**config.mk**
```make
export PLATFORM = sky130hd
export DESIGN_NAME = wav_stream_parser_flat
export DESIGN_NICKNAME = d
export VERILOG_FILES = /design/src/design/wsp_pkg.sv /design/src/design/wsp_if.sv /design/src/design/wsp_dp.sv /design/src/design/wsp_ctrl.sv /design/src/design/wav_stream_parser.sv /design/src/flat_wrapper.sv
export SDC_FILE = /design/constraint.sdc
export NUM_CORES = 1
export LEC_CHECK = 0
export ABC_CLOCK_PERIOD_IN_PS = 13340
export BUFFER_PORTS_ARGS = -buffer_cell sky130_fd_sc_hd__buf_2
export CORE_ASPECT_RATIO = 1.75
export CORE_MARGIN = 8
export CORE_UTILIZATION = 50
export DETAILED_ROUTE_END_ITERATION = 8
export GPL_TIMING_DRIVEN = 0
export MAX_ROUTING_LAYER = met4
export PLACE_DENSITY = 0.69
export SYNTH_ARGS = -nofsm -noshare
export SYNTH_HDL_FRONTEND = slang
export SYNTH_SLANG_ARGS = --single-unit
```
**constraint.sdc**
```tcl
create_clock -name clk -period 13.34 [get_ports clk]
set_input_delay 4.002 -clock clk [delete_from_list [all_inputs] [get_ports clk]]
set_output_delay 4.002 -clock clk [all_outputs]
set_load 0.02 [all_outputs]
```
**src/design/wsp_pkg.sv**
```systemverilog
// Shared types and constants for the RIFF/WAVE byte stream parser.
// No dependencies; wsp_dp, wsp_ctrl and wav_stream_parser import this package.
package wsp_pkg;

  localparam logic [31:0] TAG_RIFF = 32'h4646_4952;
  localparam logic [31:0] TAG_WAVE = 32'h4556_4157;
  localparam logic [31:0] TAG_FMT  = 32'h2074_6D66;
  localparam logic [31:0] TAG_DATA = 32'h6174_6164;

  localparam logic [31:0] RATE_44K1 = 32'd44100;
  localparam logic [31:0] RATE_48K  = 32'd48000;
  localparam logic [31:0] RATE_96K  = 32'd96000;
  localparam logic [31:0] RATE_192K = 32'd192000;
  localparam logic [15:0] FMT_PCM   = 16'd1;
  localparam logic [15:0] FMT_SIZE  = 16'd16;
  // frames*channels*4 may not exceed 2^30: frame limit plus one, per channel count
  localparam logic [28:0] FRAMES_LIM_MONO   = 29'h1000_0001;
  localparam logic [28:0] FRAMES_LIM_STEREO = 29'h0800_0001;

  typedef enum logic [1:0] {
    KIND_SAMPLE = 2'd0,
    KIND_FORMAT = 2'd1,
    KIND_DONE   = 2'd2,
    KIND_ERROR  = 2'd3
  } kind_t;

  typedef enum logic [3:0] {
    ERR_RIFF_TAG   = 4'd0,
    ERR_WAVE_TAG   = 4'd1,
    ERR_SIZE       = 4'd2,
    ERR_SHORT_HDR  = 4'd3,
    ERR_OVERRUN    = 4'd4,
    ERR_FMT_PLACE  = 4'd5,
    ERR_FORMAT     = 4'd6,
    ERR_ALIGN_RATE = 4'd7,
    ERR_DATA_PLACE = 4'd8,
    ERR_FRAMES     = 4'd9,
    ERR_TOO_LARGE  = 4'd10,
    ERR_MISSING    = 4'd11
  } err_t;

  typedef enum logic [2:0] {
    OP_NONE,
    OP_RIFF,
    OP_SIZE,
    OP_WAVE,
    OP_HDR,
    OP_FMT,
    OP_DATA,
    OP_SKIP
  } op_t;

  // chunk id codes kept during a header
  localparam logic [1:0] CID_OTHER = 2'd0;
  localparam logic [1:0] CID_FMT   = 2'd1;
  localparam logic [1:0] CID_DATA  = 2'd2;

  typedef struct packed {
    logic   take;
    op_t    op;
    logic   pad_op;
    logic   restart;
    logic   res_load;
    kind_t  res_kind;
    err_t   res_err;
    logic   carry;
  } wsp_cmd_t;

  typedef struct packed {
    logic  err_v;
    err_t  err_code;
    logic  word_done;
    logic  go_fmt;
    logic  go_data;
    logic  go_skip;
    logic  chunk_end;
    logic  pad;
    logic  fmt_ok;
    logic  smp_v;
    logic  pos_end;
    logic  seen_both;
  } wsp_stat_t;

  // zero test of a 32-bit value modulo 3 (2^8 and 2^2 are 1 mod 3)
  function automatic logic mod3_zero(input logic [31:0] a);
    logic [9:0] s;
    logic [3:0] t;
    s = 10'(a[7:0]) + 10'(a[15:8]) + 10'(a[23:16]) + 10'(a[31:24]);
    t = 4'(s[1:0]) + 4'(s[3:2]) + 4'(s[5:4]) + 4'(s[7:6]) + 4'(s[9:8]);
    return (t == 4'd0) || (t == 4'd3) || (t == 4'd6) || (t == 4'd9) ||
           (t == 4'd12) || (t == 4'd15);
  endfunction

endpackage

```
**src/design/wsp_if.sv**
```systemverilog
// Valid/ready channel interfaces for file bytes and parser results.
// Depends on nothing.
interface wsp_in_if;
  logic       valid;
  logic       ready;
  logic [7:0] in_byte;
  logic       end_of_file;
  modport source (output valid, in_byte, end_of_file, input ready);
  modport sink   (input valid, in_byte, end_of_file, output ready);
endinterface

interface wsp_out_if;
  logic               valid;
  logic               ready;
  logic        [1:0]  result_kind;
  logic signed [23:0] sample;
  logic               channel;
  logic        [1:0]  channel_count;
  logic        [17:0] rate_hz;
  logic        [4:0]  sample_bits;
  logic        [3:0]  error_code;
  modport source (output valid, result_kind, sample, channel, channel_count, rate_hz,
                  sample_bits, error_code, input ready);
  modport sink   (input valid, result_kind, sample, channel, channel_count, rate_hz,
                  sample_bits, error_code, output ready);
endinterface

```
**src/design/wsp_dp.sv**
```systemverilog
// Parser datapath: byte shifter, counters, format registers, checks, result register.
// Depends on wsp_pkg; driven by wsp_ctrl commands.
module wsp_dp
  import wsp_pkg::*;
(
  input  logic               clk,
  input  logic [7:0]         in_byte,
  input  wsp_cmd_t           cmd,
  output wsp_stat_t          stat,
  output logic        [1:0]  result_kind,
  output logic signed [23:0] sample,
  output logic               channel,
  output logic        [1:0]  channel_count,
  output logic        [17:0] rate_hz,
  output logic        [4:0]  sample_bits,
  output logic        [3:0]  error_code,
  input  logic               rst_n
);

  logic [4:0]  fbc_r, fbc_nxt;
  logic [31:0] shift_r, shift_nxt;
  logic [31:0] rr_r, rr_nxt;
  logic [31:0] cl_r, cl_nxt;
  logic        pad_r, pad_nxt;
  logic        seen_fmt_r, seen_fmt_nxt;
  logic        seen_data_r, seen_data_nxt;
  logic [1:0]  ch_r, ch_nxt;
  logic [17:0] rate_r, rate_nxt;
  logic [4:0]  bits_r, bits_nxt;
  logic [2:0]  align_r, align_nxt;
  logic [31:0] brate_r, brate_nxt;
  logic [23:0] acc_r, acc_nxt;
  logic [1:0]  sbi_r, sbi_nxt;
  logic        cur_r, cur_nxt;

  logic [31:0] sh;
  logic [15:0] v16;
  logic [32:0] padded;
  logic        rem_nz;
  logic [31:0] lim;
  logic [20:0] brate_chk;
  logic [3:0]  align_chk;
  logic [23:0] acc_in;
  logic [23:0] smp;
  logic [1:0]  bps;
  logic        smp_ch;
  wsp_stat_t   st;

  assign sh        = {in_byte, shift_r[31:8]};
  assign v16       = sh[31:16];
  assign padded    = {1'b0, sh} + 33'(sh[0]);
  assign lim       = 32'(align_r) * 32'((ch_r == 2'd2) ? FRAMES_LIM_STEREO : FRAMES_LIM_MONO);
  assign brate_chk = 21'(rate_r) * 21'(align_r);
  assign align_chk = 4'(ch_r) * 4'(v16[4:3]);
  assign bps       = (bits_r == 5'd16) ? 2'd2 : 2'd3;
  assign acc_in    = (acc_r | (24'(in_byte) << {sbi_r, 3'b000}));

  always_comb begin
    case (align_r)
      3'd1:    rem_nz = 1'b0;
      3'd2:    rem_nz = sh[0];
      3'd3:    rem_nz = !mod3_zero(sh);
      3'd4:    rem_nz = |sh[1:0];
      3'd6:    rem_nz = sh[0] || !mod3_zero(sh);
      default: rem_nz = 1'b1;
    endcase
  end

  always_comb begin
    fbc_nxt = fbc_r;  shift_nxt = shift_r;  rr_nxt = rr_r;  cl_nxt = cl_r;
    pad_nxt = pad_r;  seen_fmt_nxt = seen_fmt_r;  seen_data_nxt = seen_data_r;
    ch_nxt = ch_r;  rate_nxt = rate_r;  bits_nxt = bits_r;  align_nxt = align_r;
    brate_nxt = brate_r;  acc_nxt = acc_r;  sbi_nxt = sbi_r;  cur_nxt = cur_r;
    st = '0;
    st.err_code = ERR_RIFF_TAG;
    smp = '0;
    smp_ch = 1'b0;
    if (cmd.pad_op) begin
      rr_nxt  = rr_r - 32'd1;
      pad_nxt = 1'b0;
    end else begin
      case (cmd.op)
        OP_RIFF, OP_SIZE, OP_WAVE: begin
          shift_nxt = sh;
          fbc_nxt   = fbc_r + 5'd1;
          if (fbc_r == 5'd3) begin
            fbc_nxt = '0;
            st.word_done = 1'b1;
            if (cmd.op == OP_RIFF && sh != TAG_RIFF) begin
              st.err_v = 1'b1;  st.err_code = ERR_RIFF_TAG;
            end else if (cmd.op == OP_WAVE && sh != TAG_WAVE) begin
              st.err_v = 1'b1;  st.err_code = ERR_WAVE_TAG;
            end else if (cmd.op == OP_SIZE) begin
              if (sh < 32'd4) begin
                st.err_v = 1'b1;  st.err_code = ERR_SIZE;
              end else begin
                rr_nxt = sh - 32'd4;
              end
            end
          end
        end
        OP_HDR: begin
          if (fbc_r == '0 && rr_r == '0) begin
            st.err_v = 1'b1;  st.err_code = ERR_SIZE;
          end else if (fbc_r == '0 && rr_r < 32'd8) begin
            st.err_v = 1'b1;  st.err_code = ERR_SHORT_HDR;
          end else begin
            rr_nxt    = rr_r - 32'd1;
            shift_nxt = sh;
            fbc_nxt   = fbc_r + 5'd1;
            if (fbc_r == 5'd3) begin
              cl_nxt = (sh == TAG_FMT) ? 32'(CID_FMT) :
                       (sh == TAG_DATA) ? 32'(CID_DATA) : 32'(CID_OTHER);
            end else if (fbc_r == 5'd7) begin
              fbc_nxt = '0;
              if (padded > {1'b0, rr_nxt}) begin
                st.err_v = 1'b1;  st.err_code = ERR_OVERRUN;
              end else begin
                pad_nxt = sh[0];
                if (cl_r[1:0] == CID_FMT) begin
                  if (seen_fmt_r || seen_data_r || sh != 32'(FMT_SIZE)) begin
                    st.err_v = 1'b1;  st.err_code = ERR_FMT_PLACE;
                  end else begin
                    st.go_fmt = 1'b1;
                  end
                end else if (cl_r[1:0] == CID_DATA) begin
                  if (!seen_fmt_r || seen_data_r || sh == '0) begin
                    st.err_v = 1'b1;  st.err_code = ERR_DATA_PLACE;
                  end else if (rem_nz) begin
                    st.err_v = 1'b1;  st.err_code = ERR_FRAMES;
                  end else if (sh >= lim) begin
                    st.err_v = 1'b1;  st.err_code = ERR_TOO_LARGE;
                  end else begin
                    cl_nxt  = sh;
                    acc_nxt = '0;
                    sbi_nxt = '0;
                    cur_nxt = 1'b0;
                    st.go_data = 1'b1;
                  end
                end else begin
                  cl_nxt = sh;
                  if (sh == '0) st.chunk_end = 1'b1;
                  else st.go_skip = 1'b1;
                end
              end
            end
          end
        end
        OP_FMT: begin
          rr_nxt    = rr_r - 32'd1;
          shift_nxt = sh;
          fbc_nxt   = fbc_r + 5'd1;
          case (fbc_r)
            5'd1: begin
              if (v16 != FMT_PCM) begin
                st.err_v = 1'b1;  st.err_code = ERR_FORMAT;
              end
            end
            5'd3: begin
              if (v16 != 16'd1 && v16 != 16'd2) begin
                st.err_v = 1'b1;  st.err_code = ERR_FORMAT;
              end else begin
                ch_nxt = v16[1:0];
              end
            end
            5'd7: begin
              if (sh != RATE_44K1 && sh != RATE_48K && sh != RATE_96K && sh != RATE_192K) begin
                st.err_v = 1'b1;  st.err_code = ERR_FORMAT;
              end else begin
                rate_nxt = sh[17:0];
              end
            end
            5'd11: brate_nxt = sh;
            5'd13: align_nxt = (v16 <= 16'd7) ? v16[2:0] : 3'd0;
            5'd15: begin
              fbc_nxt = '0;
              if (v16 != 16'd16 && v16 != 16'd24) begin
                st.err_v = 1'b1;  st.err_code = ERR_FORMAT;
              end else if ({1'b0, align_r} != align_chk || brate_r != 32'(brate_chk)) begin
                st.err_v = 1'b1;  st.err_code = ERR_ALIGN_RATE;
              end else begin
                bits_nxt     = v16[4:0];
                seen_fmt_nxt = 1'b1;
                st.fmt_ok    = 1'b1;
                st.chunk_end = 1'b1;
              end
            end
            default: ;
          endcase
        end
        OP_DATA: begin
          rr_nxt  = rr_r - 32'd1;
          cl_nxt  = cl_r - 32'd1;
          acc_nxt = acc_in;
          sbi_nxt = sbi_r + 2'd1;
          if (sbi_r + 2'd1 >= bps) begin
            smp = (bps == 2'd2) ? {{8{acc_in[15]}}, acc_in[15:0]} : acc_in;
            smp_ch = cur_r;
            st.smp_v = 1'b1;
            if (ch_r == 2'd2) cur_nxt = !cur_r;
            acc_nxt = '0;
            sbi_nxt = '0;
          end
          if (cl_r == 32'd1) begin
            seen_data_nxt = 1'b1;
            st.chunk_end  = 1'b1;
          end
        end
        OP_SKIP: begin
          rr_nxt = rr_r - 32'd1;
          cl_nxt = cl_r - 32'd1;
          if (cl_r == 32'd1) st.chunk_end = 1'b1;
        end
        default: ;
      endcase
    end
    st.pad       = pad_nxt;
    st.pos_end   = (fbc_nxt == '0) && (rr_nxt == '0);
    st.seen_both = seen_fmt_nxt && seen_data_nxt;
  end

  assign stat = st;

  always_ff @(posedge clk) begin
    if (!rst_n || (cmd.take && cmd.restart)) begin
      fbc_r <= '0;  shift_r <= '0;  rr_r <= '0;  cl_r <= '0;  pad_r <= 1'b0;
      seen_fmt_r <= 1'b0;  seen_data_r <= 1'b0;  ch_r <= '0;  rate_r <= '0;
      bits_r <= '0;  align_r <= '0;  brate_r <= '0;  acc_r <= '0;  sbi_r <= '0;
      cur_r <= 1'b0;
    end else if (cmd.take) begin
      fbc_r <= fbc_nxt;  shift_r <= shift_nxt;  rr_r <= rr_nxt;  cl_r <= cl_nxt;
      pad_r <= pad_nxt;  seen_fmt_r <= seen_fmt_nxt;  seen_data_r <= seen_data_nxt;
      ch_r <= ch_nxt;  rate_r <= rate_nxt;  bits_r <= bits_nxt;  align_r <= align_nxt;
      brate_r <= brate_nxt;  acc_r <= acc_nxt;  sbi_r <= sbi_nxt;  cur_r <= cur_nxt;
    end
  end

  // result word register, loaded when the controller posts a result
  always_ff @(posedge clk) begin
    if (cmd.res_load) begin
      result_kind   <= cmd.res_kind;
      sample        <= '0;
      channel       <= 1'b0;
      channel_count <= '0;
      rate_hz       <= '0;
      sample_bits   <= '0;
      error_code    <= '0;
      case (cmd.res_kind)
        KIND_SAMPLE: begin
          sample  <= smp;
          channel <= smp_ch;
        end
        KIND_FORMAT: begin
          channel_count <= ch_nxt;
          rate_hz       <= rate_nxt;
          sample_bits   <= bits_nxt;
        end
        KIND_DONE: begin
          channel_count <= ch_nxt;
          rate_hz       <= rate_nxt;
          if (cmd.carry) begin
            sample      <= smp;
            channel     <= smp_ch;
            sample_bits <= bits_nxt;
          end
        end
        default: error_code <= cmd.res_err;
      endcase
    end
  end

endmodule

```
**src/design/wsp_ctrl.sv**
```systemverilog
// Parser controller: file phase state machine, result posting, handshakes.
// Depends on wsp_pkg; commands wsp_dp and reads its status.
module wsp_ctrl
  import wsp_pkg::*;
(
  input  logic      clk,
  input  logic      rst_n,
  input  logic      in_valid,
  input  logic      end_of_file,
  output logic      in_ready,
  output logic      out_valid,
  input  logic      out_ready,
  output wsp_cmd_t  cmd,
  input  wsp_stat_t stat
);

  typedef enum logic [3:0] {
    P_RIFF, P_SIZE, P_WAVE, P_HDR, P_FMT, P_DATA, P_SKIP, P_PAD, P_FAIL
  } phase_t;

  phase_t phase_r, phase_nxt, adv;
  logic   out_valid_r, out_valid_nxt;
  logic   take;

  assign in_ready  = !out_valid_r || out_ready;
  assign take      = in_valid && in_ready;
  assign out_valid = out_valid_r;

  always_comb begin
    case (phase_r)
      P_RIFF:  cmd.op = OP_RIFF;
      P_SIZE:  cmd.op = OP_SIZE;
      P_WAVE:  cmd.op = OP_WAVE;
      P_HDR:   cmd.op = OP_HDR;
      P_FMT:   cmd.op = OP_FMT;
      P_DATA:  cmd.op = OP_DATA;
      P_SKIP:  cmd.op = OP_SKIP;
      default: cmd.op = OP_NONE;
    endcase
    cmd.take    = take;
    cmd.pad_op  = (phase_r == P_PAD);
    cmd.restart = end_of_file;

    // phase after this word, ignoring end of file
    adv = phase_r;
    case (phase_r)
      P_RIFF: if (stat.word_done) adv = P_SIZE;
      P_SIZE: if (stat.word_done) adv = P_WAVE;
      P_WAVE: if (stat.word_done) adv = P_HDR;
      P_PAD:  adv = P_HDR;
      default: begin
        if (stat.go_fmt) adv = P_FMT;
        else if (stat.go_data) adv = P_DATA;
        else if (stat.go_skip) adv = P_SKIP;
        else if (stat.chunk_end) adv = stat.pad ? P_PAD : P_HDR;
      end
    endcase
    if (stat.err_v) adv = P_FAIL;

    cmd.res_load = 1'b0;
    cmd.res_kind = KIND_SAMPLE;
    cmd.res_err  = ERR_RIFF_TAG;
    cmd.carry    = 1'b0;
    if (take && phase_r != P_FAIL) begin
      if (stat.err_v) begin
        cmd.res_load = 1'b1;
        cmd.res_kind = KIND_ERROR;
        cmd.res_err  = stat.err_code;
      end else if (end_of_file) begin
        cmd.res_load = 1'b1;
        if (!(adv == P_HDR && stat.pos_end)) begin
          cmd.res_kind = KIND_ERROR;
          cmd.res_err  = ERR_SIZE;
        end else if (!stat.seen_both) begin
          cmd.res_kind = KIND_ERROR;
          cmd.res_err  = ERR_MISSING;
        end else begin
          cmd.res_kind = KIND_DONE;
          cmd.carry    = stat.smp_v;
        end
      end else if (stat.smp_v) begin
        cmd.res_load = 1'b1;
        cmd.res_kind = KIND_SAMPLE;
      end else if (stat.fmt_ok) begin
        cmd.res_load = 1'b1;
        cmd.res_kind = KIND_FORMAT;
      end
    end

    phase_nxt = phase_r;
    if (take) phase_nxt = end_of_file ? P_RIFF : adv;

    out_valid_nxt = out_valid_r;
    if (cmd.res_load) out_valid_nxt = 1'b1;
    else if (out_ready) out_valid_nxt = 1'b0;
  end

  always_ff @(posedge clk) begin
    if (!rst_n) begin
      phase_r     <= P_RIFF;
      out_valid_r <= 1'b0;
    end else begin
      phase_r     <= phase_nxt;
      out_valid_r <= out_valid_nxt;
    end
  end

endmodule

```
**src/design/wav_stream_parser.sv**
```systemverilog
// Top level of the RIFF/WAVE PCM stream parser.
// Depends on wsp_pkg, wsp_if, wsp_ctrl and wsp_dp.
//
// Usage:
//   in_ch carries one file byte per word (in_byte) with end_of_file set on
//   the final byte. out_ch carries at most one result word per input byte:
//   a sample (sign-extended, tagged left/right), the accepted format, file
//   done, or a numbered error. Samples sent before an error are to be
//   discarded by the consumer.
//   Output: each result is registered and appears on out_ch in the cycle
//   after the byte that causes it is taken.
//   Throughput: one byte per cycle while in_ch.ready is high. All checks of
//   a byte, including the data-chunk frame checks (modulo by block align and
//   size limit), finish in the cycle the byte is taken.
//   Stall: the result register holds its word while out_ch.ready is low,
//   and in_ch.ready drops only while a result waits and the sink stalls.
//   Reset (rst_n low, synchronous) returns to expecting the RIFF tag with
//   no result pending. Any end_of_file byte also returns it to expecting the
//   RIFF tag; after an error, bytes are dropped until end_of_file.
module wav_stream_parser
  import wsp_pkg::*;
(
  input  logic clk,
  input  logic rst_n,
  wsp_in_if.sink    in_ch,
  wsp_out_if.source out_ch
);

  wsp_cmd_t  cmd;
  wsp_stat_t stat;

  wsp_ctrl u_ctrl (
    .clk         (clk),
    .rst_n       (rst_n),
    .in_valid    (in_ch.valid),
    .end_of_file (in_ch.end_of_file),
    .in_ready    (in_ch.ready),
    .out_valid   (out_ch.valid),
    .out_ready   (out_ch.ready),
    .cmd         (cmd),
    .stat        (stat)
  );

  wsp_dp u_dp (
    .clk           (clk),
    .in_byte       (in_ch.in_byte),
    .cmd           (cmd),
    .stat          (stat),
    .result_kind   (out_ch.result_kind),
    .sample        (out_ch.sample),
    .channel       (out_ch.channel),
    .channel_count (out_ch.channel_count),
    .rate_hz       (out_ch.rate_hz),
    .sample_bits   (out_ch.sample_bits),
    .error_code    (out_ch.error_code),
    .rst_n         (rst_n)
  );

endmodule
```
**src/flat_wrapper.sv**
```systemverilog
// flat-port wrapper written by rule: the top's interface ports become plain ports
module wav_stream_parser_flat import wsp_pkg::*;
  (clk, rst_n, in_ch_valid, in_ch_in_byte, in_ch_end_of_file, in_ch_ready, out_ch_valid, out_ch_result_kind, out_ch_sample, out_ch_channel, out_ch_channel_count, out_ch_rate_hz, out_ch_sample_bits, out_ch_error_code, out_ch_ready);
  wsp_in_if in_ch_i ();
  wsp_out_if out_ch_i ();
  input  logic clk;
  input  logic rst_n;
  input wire logic [$bits(in_ch_i.valid)-1:0] in_ch_valid;
  input wire logic [$bits(in_ch_i.in_byte)-1:0] in_ch_in_byte;
  input wire logic [$bits(in_ch_i.end_of_file)-1:0] in_ch_end_of_file;
  output wire logic [$bits(in_ch_i.ready)-1:0] in_ch_ready;
  output wire logic [$bits(out_ch_i.valid)-1:0] out_ch_valid;
  output wire logic [$bits(out_ch_i.result_kind)-1:0] out_ch_result_kind;
  output wire logic [$bits(out_ch_i.sample)-1:0] out_ch_sample;
  output wire logic [$bits(out_ch_i.channel)-1:0] out_ch_channel;
  output wire logic [$bits(out_ch_i.channel_count)-1:0] out_ch_channel_count;
  output wire logic [$bits(out_ch_i.rate_hz)-1:0] out_ch_rate_hz;
  output wire logic [$bits(out_ch_i.sample_bits)-1:0] out_ch_sample_bits;
  output wire logic [$bits(out_ch_i.error_code)-1:0] out_ch_error_code;
  input wire logic [$bits(out_ch_i.ready)-1:0] out_ch_ready;
  assign in_ch_i.valid = in_ch_valid;
  assign in_ch_i.in_byte = in_ch_in_byte;
  assign in_ch_i.end_of_file = in_ch_end_of_file;
  assign in_ch_ready = in_ch_i.ready;
  assign out_ch_valid = out_ch_i.valid;
  assign out_ch_result_kind = out_ch_i.result_kind;
  assign out_ch_sample = out_ch_i.sample;
  assign out_ch_channel = out_ch_i.channel;
  assign out_ch_channel_count = out_ch_i.channel_count;
  assign out_ch_rate_hz = out_ch_i.rate_hz;
  assign out_ch_sample_bits = out_ch_i.sample_bits;
  assign out_ch_error_code = out_ch_i.error_code;
  assign out_ch_i.ready = out_ch_ready;
  wav_stream_parser u_core (.clk(clk), .rst_n(rst_n), .in_ch(in_ch_i), .out_ch(out_ch_i));
endmodule
```
-- Word level (Yosys, flattened, before mapping)
Cells that the tools add are included.
- register bits after elaboration: 252
- bits of input ports: 13
- output and inout port bits: 58
- logic and storage cells: 372
- add/subtract/negate cells: 13
- $mul: 3
- $lt $le $gt $ge: 6
- eq/ne operators: 73
- shift-type cells: 1
- muxes and demuxes: 191
- bitwise operators: 3
- reduce and logical (&&, ||, !) cells: 58
- operators with widths (kind ; count):
    $mux W32 ; 20
    $mux W24 ; 16
    $mux W5 ; 35
    $pmux W32 S2 ; 2
    $logic_not A32 Y1 ; 3
    $pmux W24 S2 ; 2
    $pmux W32 S3 ; 1
    $mux W18 ; 4
    $ne A32 B16 Y1 const B ; 2
    $ne A32 B31 Y1 const B ; 2
    $sub A32 B1 Y32 const B ; 2
    $mux W4 ; 15
    $mux W1 ; 54
    $mux W2 ; 19
    $add A32 B1 Y33 ; 1
    $gt A33 B32 Y1 ; 1
    $eq A32 B1 Y1 const B ; 1
    $eq A32 B30 Y1 const B ; 1
    $eq A32 B31 Y1 const B ; 1
    $ge A32 B32 Y1 ; 1
    $lt A32 B3 Y1 const B ; 1
    $lt A32 B4 Y1 const B ; 1
    $mul A3 B29 Y32 ; 1
    $ne A16 B5 Y1 const B ; 2
    70 further kinds ; 160

-- Logic depth before layout (Yosys ltp)
Gate-level depths: netlist of run 1.
- depth in word-level cells: 41
- depth in mapped cells: 37
- mapped depth without buffers: 35

-- By module
From an unflattened synthesis of run 1, not the netlist that was laid out.
- cell total of the unflattened synthesis: 2338
- area total of the unflattened synthesis: 18452.7 µm²
- modules (own cells, without submodules) (module ; times used ; cells each ; area an instance (µm²) ; sequential area each (µm²)):
    wsp_dp ; 1 ; 2259 ; 17807.1 ; 5345.1
    wsp_ctrl ; 1 ; 79 ; 645.6 ; 100.1

-- Worst setup path before layout of run 1
No wires, ideal clock.
- path type: input to register
- from: in in_ch_in_byte[1]
- to: reg u_core.u_dp.channel, enable pin
- library setup time: 505 ps
- arrival: 12617 ps
- required time: 12835 ps
- slack: 217 ps
- stages on the path: 28
- path buffers: 1
- cell sequence: buf_2 > inv_1 > fa_1 > inv_1 > fa_1 > ha_1 > inv_1 > fa_1 > inv_1 > a21oi_1 > o21ai_0 > a21oi_1 > o21bai_1 > a21o_1 > a21oi_1 > fa_1 > fa_1 > fa_1 > and4b_1 > a211o_1 > o311ai_0 > a41o_1 > a31oi_1 > o211ai_1 > a32o_1 > o21bai_1 > nor2_1 > a31oi_1
- RTL lines (element ; RTL line ; text):
    start: declaration ; flat_wrapper.sv:9 ; input wire logic [$bits(in_ch_i.in_byte)-1:0] in_ch_in_byte;
    end signal: assignment ; wsp_dp.sv:251 ; channel <= smp_ch;
    end signal: assignment ; wsp_dp.sv:263 ; channel <= smp_ch;
    end: declaration ; wsp_dp.sv:12 ; output logic channel,

==> results of run 1 <==
==> area by class of cell <==
| cell class | count | area, µm² | share of cell area |
|---|---|---|---|
| Tap cell | 475 | 594 | 0.0294 |
| Sequential cell | 244 | 5450 | 0.270 |
| Timing Repair Buffer | 73 | 413 | 0.0204 |
| Antenna cell | 5 | 12.5 | 0.000619 |
| Clock buffer | 28 | 647 | 0.0320 |
| Inverter | 100 | 375 | 0.0186 |
| Multi-Input combinational cell | 1865 | 11900 | 0.590 |
| Buffer | 151 | 623 | 0.0308 |
| Clock inverter | 18 | 178 | 0.00880 |
==> cells by family (layout without fill, tap and decap cells) <==
| logic type | count (synthesis) | in the layout | share of synthesized area |
|---|---|---|---|
| compound gates | 610 | 610 | 0.207 |
| xor+xnor | 112 | 112 | 0.0536 |
| fa+ha+maj | 134 | 134 | 0.108 |
| buf+inv | 252 | 370 | 0.0546 |
| flops | 244 | 244 | 0.297 |
| mux | 12 | 12 | 0.00656 |
| other cells | 1 | 7 | 0.000205 |
| simple gates | 995 | 995 | 0.273 |
==> per-layer routing <==
metal / track usage / up-vias
li1: - / 8668
met4: 0.389 / 0
met1: 0.390 / 9430
met2: 0.662 / 1290
met3: 0.0922 / 503
met5: - / -
==> power by group through the flow <==
stage	clock network, mW	registers (mW)	logic (mW)
after floorplan	0	0.803	0.270
after global placement	0	0.796	0.426
after detailed placement	0	0.795	0.442
after CTS	0.740	0.778	0.443
after global routing	0.768	0.780	0.480
final	0.741	0.779	0.459
==> flip-flops by register name (all words and copies together) (netlist names), 3 cells and up <==
signal                   flops
u_core.u_ctrl.phase_r        4
u_core.u_dp.acc_r           24
u_core.u_dp.align_r          3
u_core.u_dp.bits_r           5
u_core.u_dp.brate_r         32
u_core.u_dp.cl_r            32
u_core.u_dp.error_code       4
u_core.u_dp.fbc_r            5
u_core.u_dp.rate_hz         18
u_core.u_dp.rate_r          18
u_core.u_dp.rr_r            32
u_core.u_dp.sample          24
u_core.u_dp.sample_bits      5
u_core.u_dp.shift_r         24
==> worst paths after layout <==
| check | end | cells past startpoint | startpoint | slack, ns |
|---|---|---|---|---|
| max reg2reg | u_core.u_dp.error_code[1]$_SDFFCE_PP0P_ | 34 | u_core.u_dp.shift_r[17]$_SDFFE_PP0P_ | 2.43 |
| min reg2reg | u_core.u_dp.cl_r[10]$_SDFFE_PP0P_ | 2 | u_core.u_dp.cl_r[10]$_SDFFE_PP0P_ | 0.46 |
| min | u_core.u_dp.cl_r[10]$_SDFFE_PP0P_ | 2 | u_core.u_dp.cl_r[10]$_SDFFE_PP0P_ | 0.46 |
| max | u_core.u_dp.error_code[1]$_SDFFCE_PP0P_ | 34 | in_ch_in_byte[1] | 0.38 |
==> cells in the mapped netlist, drive strengths merged (7+ instances only) <==
cell type and instances:
a211oi 38, a21o 20, a21oi 250, a221oi 9
a22oi 32, a31oi 27, and2 66, and3 18
buf 15, clkbuf 137, dfxtp 188, edfxtp 56
fa 40, ha 94, inv 100, mux2i 12
nand2 286, nand2b 12, nand3 44, nand4 51
nor2 255, nor2b 16, nor3 79, nor3b 7
nor4 64, nor4b 10, o211ai 19, o21a 8
o21ai 100, o22ai 14, o31a 7, o31ai 20
or2 13, or3 25, or4 20, xnor2 91
xor2 21
==> worst max-delay path, delay by kind of cell <==
family          cells  cell delay (ns)
buf+inv             6             0.79
fa+ha+maj           8             3.48
simple gates        4             1.53
compound gates     16             3.52
==> per-stage QoR <==
step | total power, mW | util | TNS, ns | std cells | hold WS [ns]
after global routing | 2.03 | 0.555 | 0 | 2958 | 0.484
after CTS | 1.96 | 0.554 | 0 | 2954 | 0.459
final | 1.98 | 0.555 | 0 | 2959 | 0.461
after floorplan | 1.07 | - | 0 | 2361 | 0.431
after detailed placement | 1.24 | 0.531 | -17.85 | 2908 | 0.450
after global placement | 1.22 | 0.529 | -142.97 | 2905 | 0.439
==> flow_summary.json, run 1 <==
{
  "grt_setup_unrepaired": "false",
  "clockPowerShare": 0.375,
  "ys_types": 91,
  "cts.reportedPaths.clkPinSlew_ns": 0.07,
  "place.gp.congestion": 1.11,
  "setup_viol": 0,
  "drtIter0Drc": 2192,
  "clockBufferDepth": 3,
  "grt_max_degree": 25,
  "seq_area_frac_synth": 0.297,
  "track_usage": 0.406,
  "place_area_um2": 19300,
  "ant_nets": 0,
  "wl_met2_um": 41800,
  "cp_common_cell": "fa_1",
  "path_class": "in2reg",
  "fmax_mhz": 77.2,
  "clk_latency_ns": 0.59,
  "cts_sinks": 244,
  "highest_layer": "met4",
  "drv_cap": 0,
  "syn-mean-instance-area_um2": 7.76,
  "relSlewSlack": 0.0524,
  "timing.final.max_slew_violations": 0,
  "totalWireLength_um": 88200,
  "cp-start-kind": "primary input",
  "die_area_um2": 43200,
  "cts_hold_buf": 0,
  "synth_top_area_cell": "dfxtp_1",
  "wl_met1_um": 28300,
  "synth_edf_count": 56,
  "tightest_slew_ns": 1.42,
  "layout.cells.most_common": "nand2_1",
  "num_vias": 19900,
  "drtPass1Iterations": 7,
  "fin_crit_sh": 0.971,
  "crit_path_max_fanout": 7,
  "rows": 93,
  "cts_root_buffer": "clkbuf_16",
  "power_frac_comb": 0.232,
  "worst_path_max_delay_cell": "or4_1",
  "async_flop_share": 0,
  "area_growth_pct": 10.3,
  "cts_tree": "done",
  "synth_ff_type": "dfxtp_1",
  "cp.required_ns": 13.72,
  "slowest_delay_ns": 0.65,
  "layout_common_cells": "nand2_1 (286), a21oi_1 (249), nor2_1 (233)",
  "wl_met3_um": 7900,
  "p_sw_mw": 0.670,
  "synth_area_leaders": "dfxtp_1 (21%), edfxtp_1 (9.2%), a21oi_1 (6.8%), ha_1 (6.4%), nand2_1 (5.9%)",
  "start_util": 0.503,
  "power.density_nw_per_um2": 98.0,
  "layout_setup_ws_ns": 0.382,
  "fillCellCount": 3462,
  "critPathArrivalTime_ns": 13.33,
  "ioPinCount": 71,
  "p_leak_nw": 7.43,
  "synthesis.instances": 2360,
  "die_h_um": 269,
  "status": "finished, final reports clean",
  "cts_resized": 0,
  "numCtsBuffers": 25,
  "synth_top_area_frac": 0.206,
  "swShare": 0.339,
  "h-tree-depth": 1,
  "avgRoutedWirePerCell_um": 29.8,
  "pre_cts_ws_ns": -0.502,
  "grt_pass1_vias": 19500,
  "p_int_mw": 1.31,
  "core-area_um2": 36400,
  "end_kind": "flip-flop",
  "layout.nets": 2607,
  "via_per_inst": 6.72,
  "pwr-share-seq": 0.394,
  "final_layout_size_suffix_gt1_frac": 0.0770,
  "antenna_found_initial": 4,
  "port_buffers": 69,
  "grt_pass1_wl_um": 127000,
  "fin_area_um2": 20200,
  "post-route-min-period_ns": 12.96,
  "grt_remaining_overflow": 0,
  "peakVddDrop_uv": 91.7,
  "yosysWarnings": 0,
  "hpwl_um": 67200,
  "synth-seq-cells": 244,
  "finalClockSkew_ns": 0.0150,
  "syn_area_um2": 18300,
  "drc": 0,
  "finalHoldViolations": 0,
  "hold_path_class": "reg2reg",
  "die_w_um": 161,
  "cts_setup_buffers": 0
}
Note: power is estimated with default switching activity, not from simulation.
==> inputs of run 2 (changes only) <==
--- a/config.mk
+++ b/config.mk
@@ -10,6 +10,7 @@
 export CORE_ASPECT_RATIO = 1.75
 export CORE_MARGIN = 8
 export CORE_UTILIZATION = 50
+export CTS_BUF_LIST = sky130_fd_sc_hd__clkbuf_8
 export DETAILED_ROUTE_END_ITERATION = 8
 export GPL_TIMING_DRIVEN = 0
 export MAX_ROUTING_LAYER = met4
==> run 2 against run 1 <==
Register-to-register slack worse by 0.04 ns. Sequential power hardly changed. Combinational power hardly changed. Global-route usage is 0.088 points higher. Clock-buffer cell count is 14 higher. Critical path type unchanged. Sequential share of layout area is 0.073 points lower. Setup slack worse by 0.022 ns. Largest power group unchanged. Critical path depth stayed put. Critical endpoint unchanged. Flip-flop and latch count stayed put. Design area is 0.27% higher.
==> flow_summary.json, run 2 (synthesized netlist as in run 1, its figures left out) <==
{
  "hold_path_class": "reg2reg",
  "r2r-start": "u_core.u_dp.shift_r[17]$_SDFFE_PP0P_",
  "grt_pass1_vias": 19600,
  "cp_common_cell": "fa_1",
  "hpwl_um": 67200,
  "fillCellCount": 3458,
  "drc": 0,
  "timing.final.max_slew_violations": 0,
  "port_buffers": 69,
  "drtPass1Iterations": 6,
  "area_growth_pct": 10.6,
  "relSlewSlack": 0.0582,
  "min_to": "u_core.u_dp.brate_r[23]$_SDFFE_PP0P_",
  "finalHoldViolations": 0,
  "worst_path_max_delay_cell": "or4_1",
  "crit_path_max_fanout": 7,
  "h-tree-depth": 2,
  "critPathArrivalTime_ns": 13.38,
  "clockBufferDepth": 3,
  "totalPowerFinal_mw": 1.99,
  "via_per_inst": 6.73,
  "fmax_mhz": 77.0,
  "layout_common_cells": "nand2_1 (286), a21oi_1 (249), nor2_1 (233)",
  "status": "finished, final reports clean",
  "track_usage": 0.407,
  "clk_latency_ns": 0.63,
  "cts_setup_buffers": 0,
  "min_from": "u_core.u_dp.brate_r[23]$_SDFFE_PP0P_",
  "tightest_slew_ns": 1.41,
  "finalClockSkew_ns": 0.0502,
  "ant_nets": 0,
  "layout.cells.most_common": "nand2_1",
  "layout.nets": 2621,
  "numCtsBuffers": 39,
  "rows": 93,
  "totalWireLength_um": 88500,
  "num_vias": 20100,
  "reg2regPathDepth": 34,
  "clockPowerShare": 0.377,
  "cp.required_ns": 13.74,
  "power_frac_comb": 0.231,
  "reg2reg_slack_ns": 2.39,
  "grt_max_degree": 25,
  "die_h_um": 269,
  "p_int_mw": 1.31,
  "cp-start-kind": "primary input",
  "cts_tree": "done",
  "cts_root_buffer": "clkbuf_8",
  "power.density_nw_per_um2": 98.2,
  "final_layout_size_suffix_gt1_frac": 0.0855,
  "p_leak_nw": 7.50,
  "fin_area_um2": 20300,
  "dp_cells": 2908,
  "place.gp.congestion": 1.11,
  "end_kind": "flip-flop",
  "hold_depth": 2,
  "swShare": 0.342,
  "worstReg2RegEnd": "u_core.u_dp.error_code[1]$_SDFFCE_PP0P_",
  "die_area_um2": 43200,
  "post-route-min-period_ns": 12.98,
  "pwr-share-seq": 0.392,
  "p_sw_mw": 0.679,
  "setup_viol": 0,
  "fin_cells": 2985,
  "start_util": 0.503,
  "drv_cap": 0,
  "ioPinCount": 71,
  "final_core_util": 0.556,
  "drtIter0Drc": 2050,
  "core-area_um2": 36400,
  "avgRoutedWirePerCell_um": 29.7,
  "grt_remaining_overflow": 0,
  "cts.reportedPaths.clkPinSlew_ns": 0.07,
  "place_area_um2": 19300,
  "path_class": "in2reg",
  "grt_pass1_wl_um": 127000,
  "antenna_found_initial": 6,
  "cts_sinks": 244,
  "peakVddDrop_uv": 70.4,
  "worst_hold_slack_ns": 0.460,
  "die_w_um": 161,
  "reg_top3": "u_core.u_dp.brate_r x32, u_core.u_dp.cl_r x32, u_core.u_dp.rr_r x32",
  "fin_crit_sh": 0.973,
  "slowest_delay_ns": 0.65
}
## run 2: cell types whose count changed in the layout (fill, tap and decap cells not counted), sizes merged
| cell | previous run | this run |
|---|---|---|
| bufinv | 2 | 5 |
| clkinv | 8 | 15 |
| clkbuf | 163 | 178 |
| inv | 106 | 107 |
| diode | 5 | 6 |
| buf | 89 | 88 |
## run 2: what timing repair did
item,in CTS,in global routing
resized for setup,0,6
hold buffers,0,0
setup endpoints to repair,0,47
## run 2: worst max-delay path by stage
stage	from	endpoint	slack, ns	cells past startpoint
global route	in_ch_in_byte[1]	u_core.u_dp.sample[12]$_DFFE_PP_	-0.14	37
floorplan	in_ch_in_byte[1]	u_core.u_dp.channel$_DFFE_PP_	0.22	28
detailed placement	in_ch_in_byte[5]	u_core.u_dp.error_code[1]$_SDFFCE_PP0P_	-0.50	31
finish	in_ch_in_byte[1]	u_core.u_dp.error_code[1]$_SDFFCE_PP0P_	0.36	34
CTS	in_ch_in_byte[5]	u_core.u_dp.channel_count[0]$_SDFFCE_PN0P_	0.06	31
global placement	in_ch_in_byte[5]	u_core.u_ctrl.out_valid$_SDFFE_PN0P_	-2.33	27
## run 2: layout make-up
type | count | area [µm²] | share of cell area
Antenna cell | 6 | 15.0 | 0.000741
Buffer | 151 | 623 | 0.0308
Clock buffer | 42 | 578 | 0.0285
Clock inverter | 29 | 293 | 0.0145
Inverter | 100 | 375 | 0.0185
Multi-Input combinational cell | 1865 | 11900 | 0.588
Sequential cell | 244 | 5450 | 0.269
Tap cell | 475 | 594 | 0.0293
Timing Repair Buffer | 73 | 413 | 0.0204
## run 2: stage by stage
| stage | setup TNS [ns] | setup slack (ns) |
|---|---|---|
| after floorplan | 0 | 0.217 |
| after global placement | -142.97 | -2.33 |
| after detailed placement | -17.85 | -0.502 |
| after CTS | 0 | 0.0605 |
| after global routing | -2.45 | -0.141 |
| final | 0 | 0.360 |
## run 2: layer usage
metal	up-vias	part of all wire	GRT usage
met5	-	0	-
met4	0	0.11	0.369
met3	517	0.092	0.0922
met2	1319	0.48	0.676
met1	9529	0.32	0.389
li1	8718	-	-
## run 2: power by group through the flow
stage	clock network (mW)	logic [mW]	registers, mW
finish	0.750	0.459	0.779
floorplan	0	0.270	0.803
global placement	0	0.426	0.796
global route	0.772	0.481	0.780
CTS	0.747	0.443	0.778
detailed placement	0	0.442	0.795
## run 2: worst max-delay path, delay by kind of cell
family	cells	cell delay, ns
AO/OA/AOI/OAI	16	3.56
adder cells (fa/ha/maj)	8	3.46
AND/OR/NAND/NOR	4	1.55
buffers and inverters	6	0.81
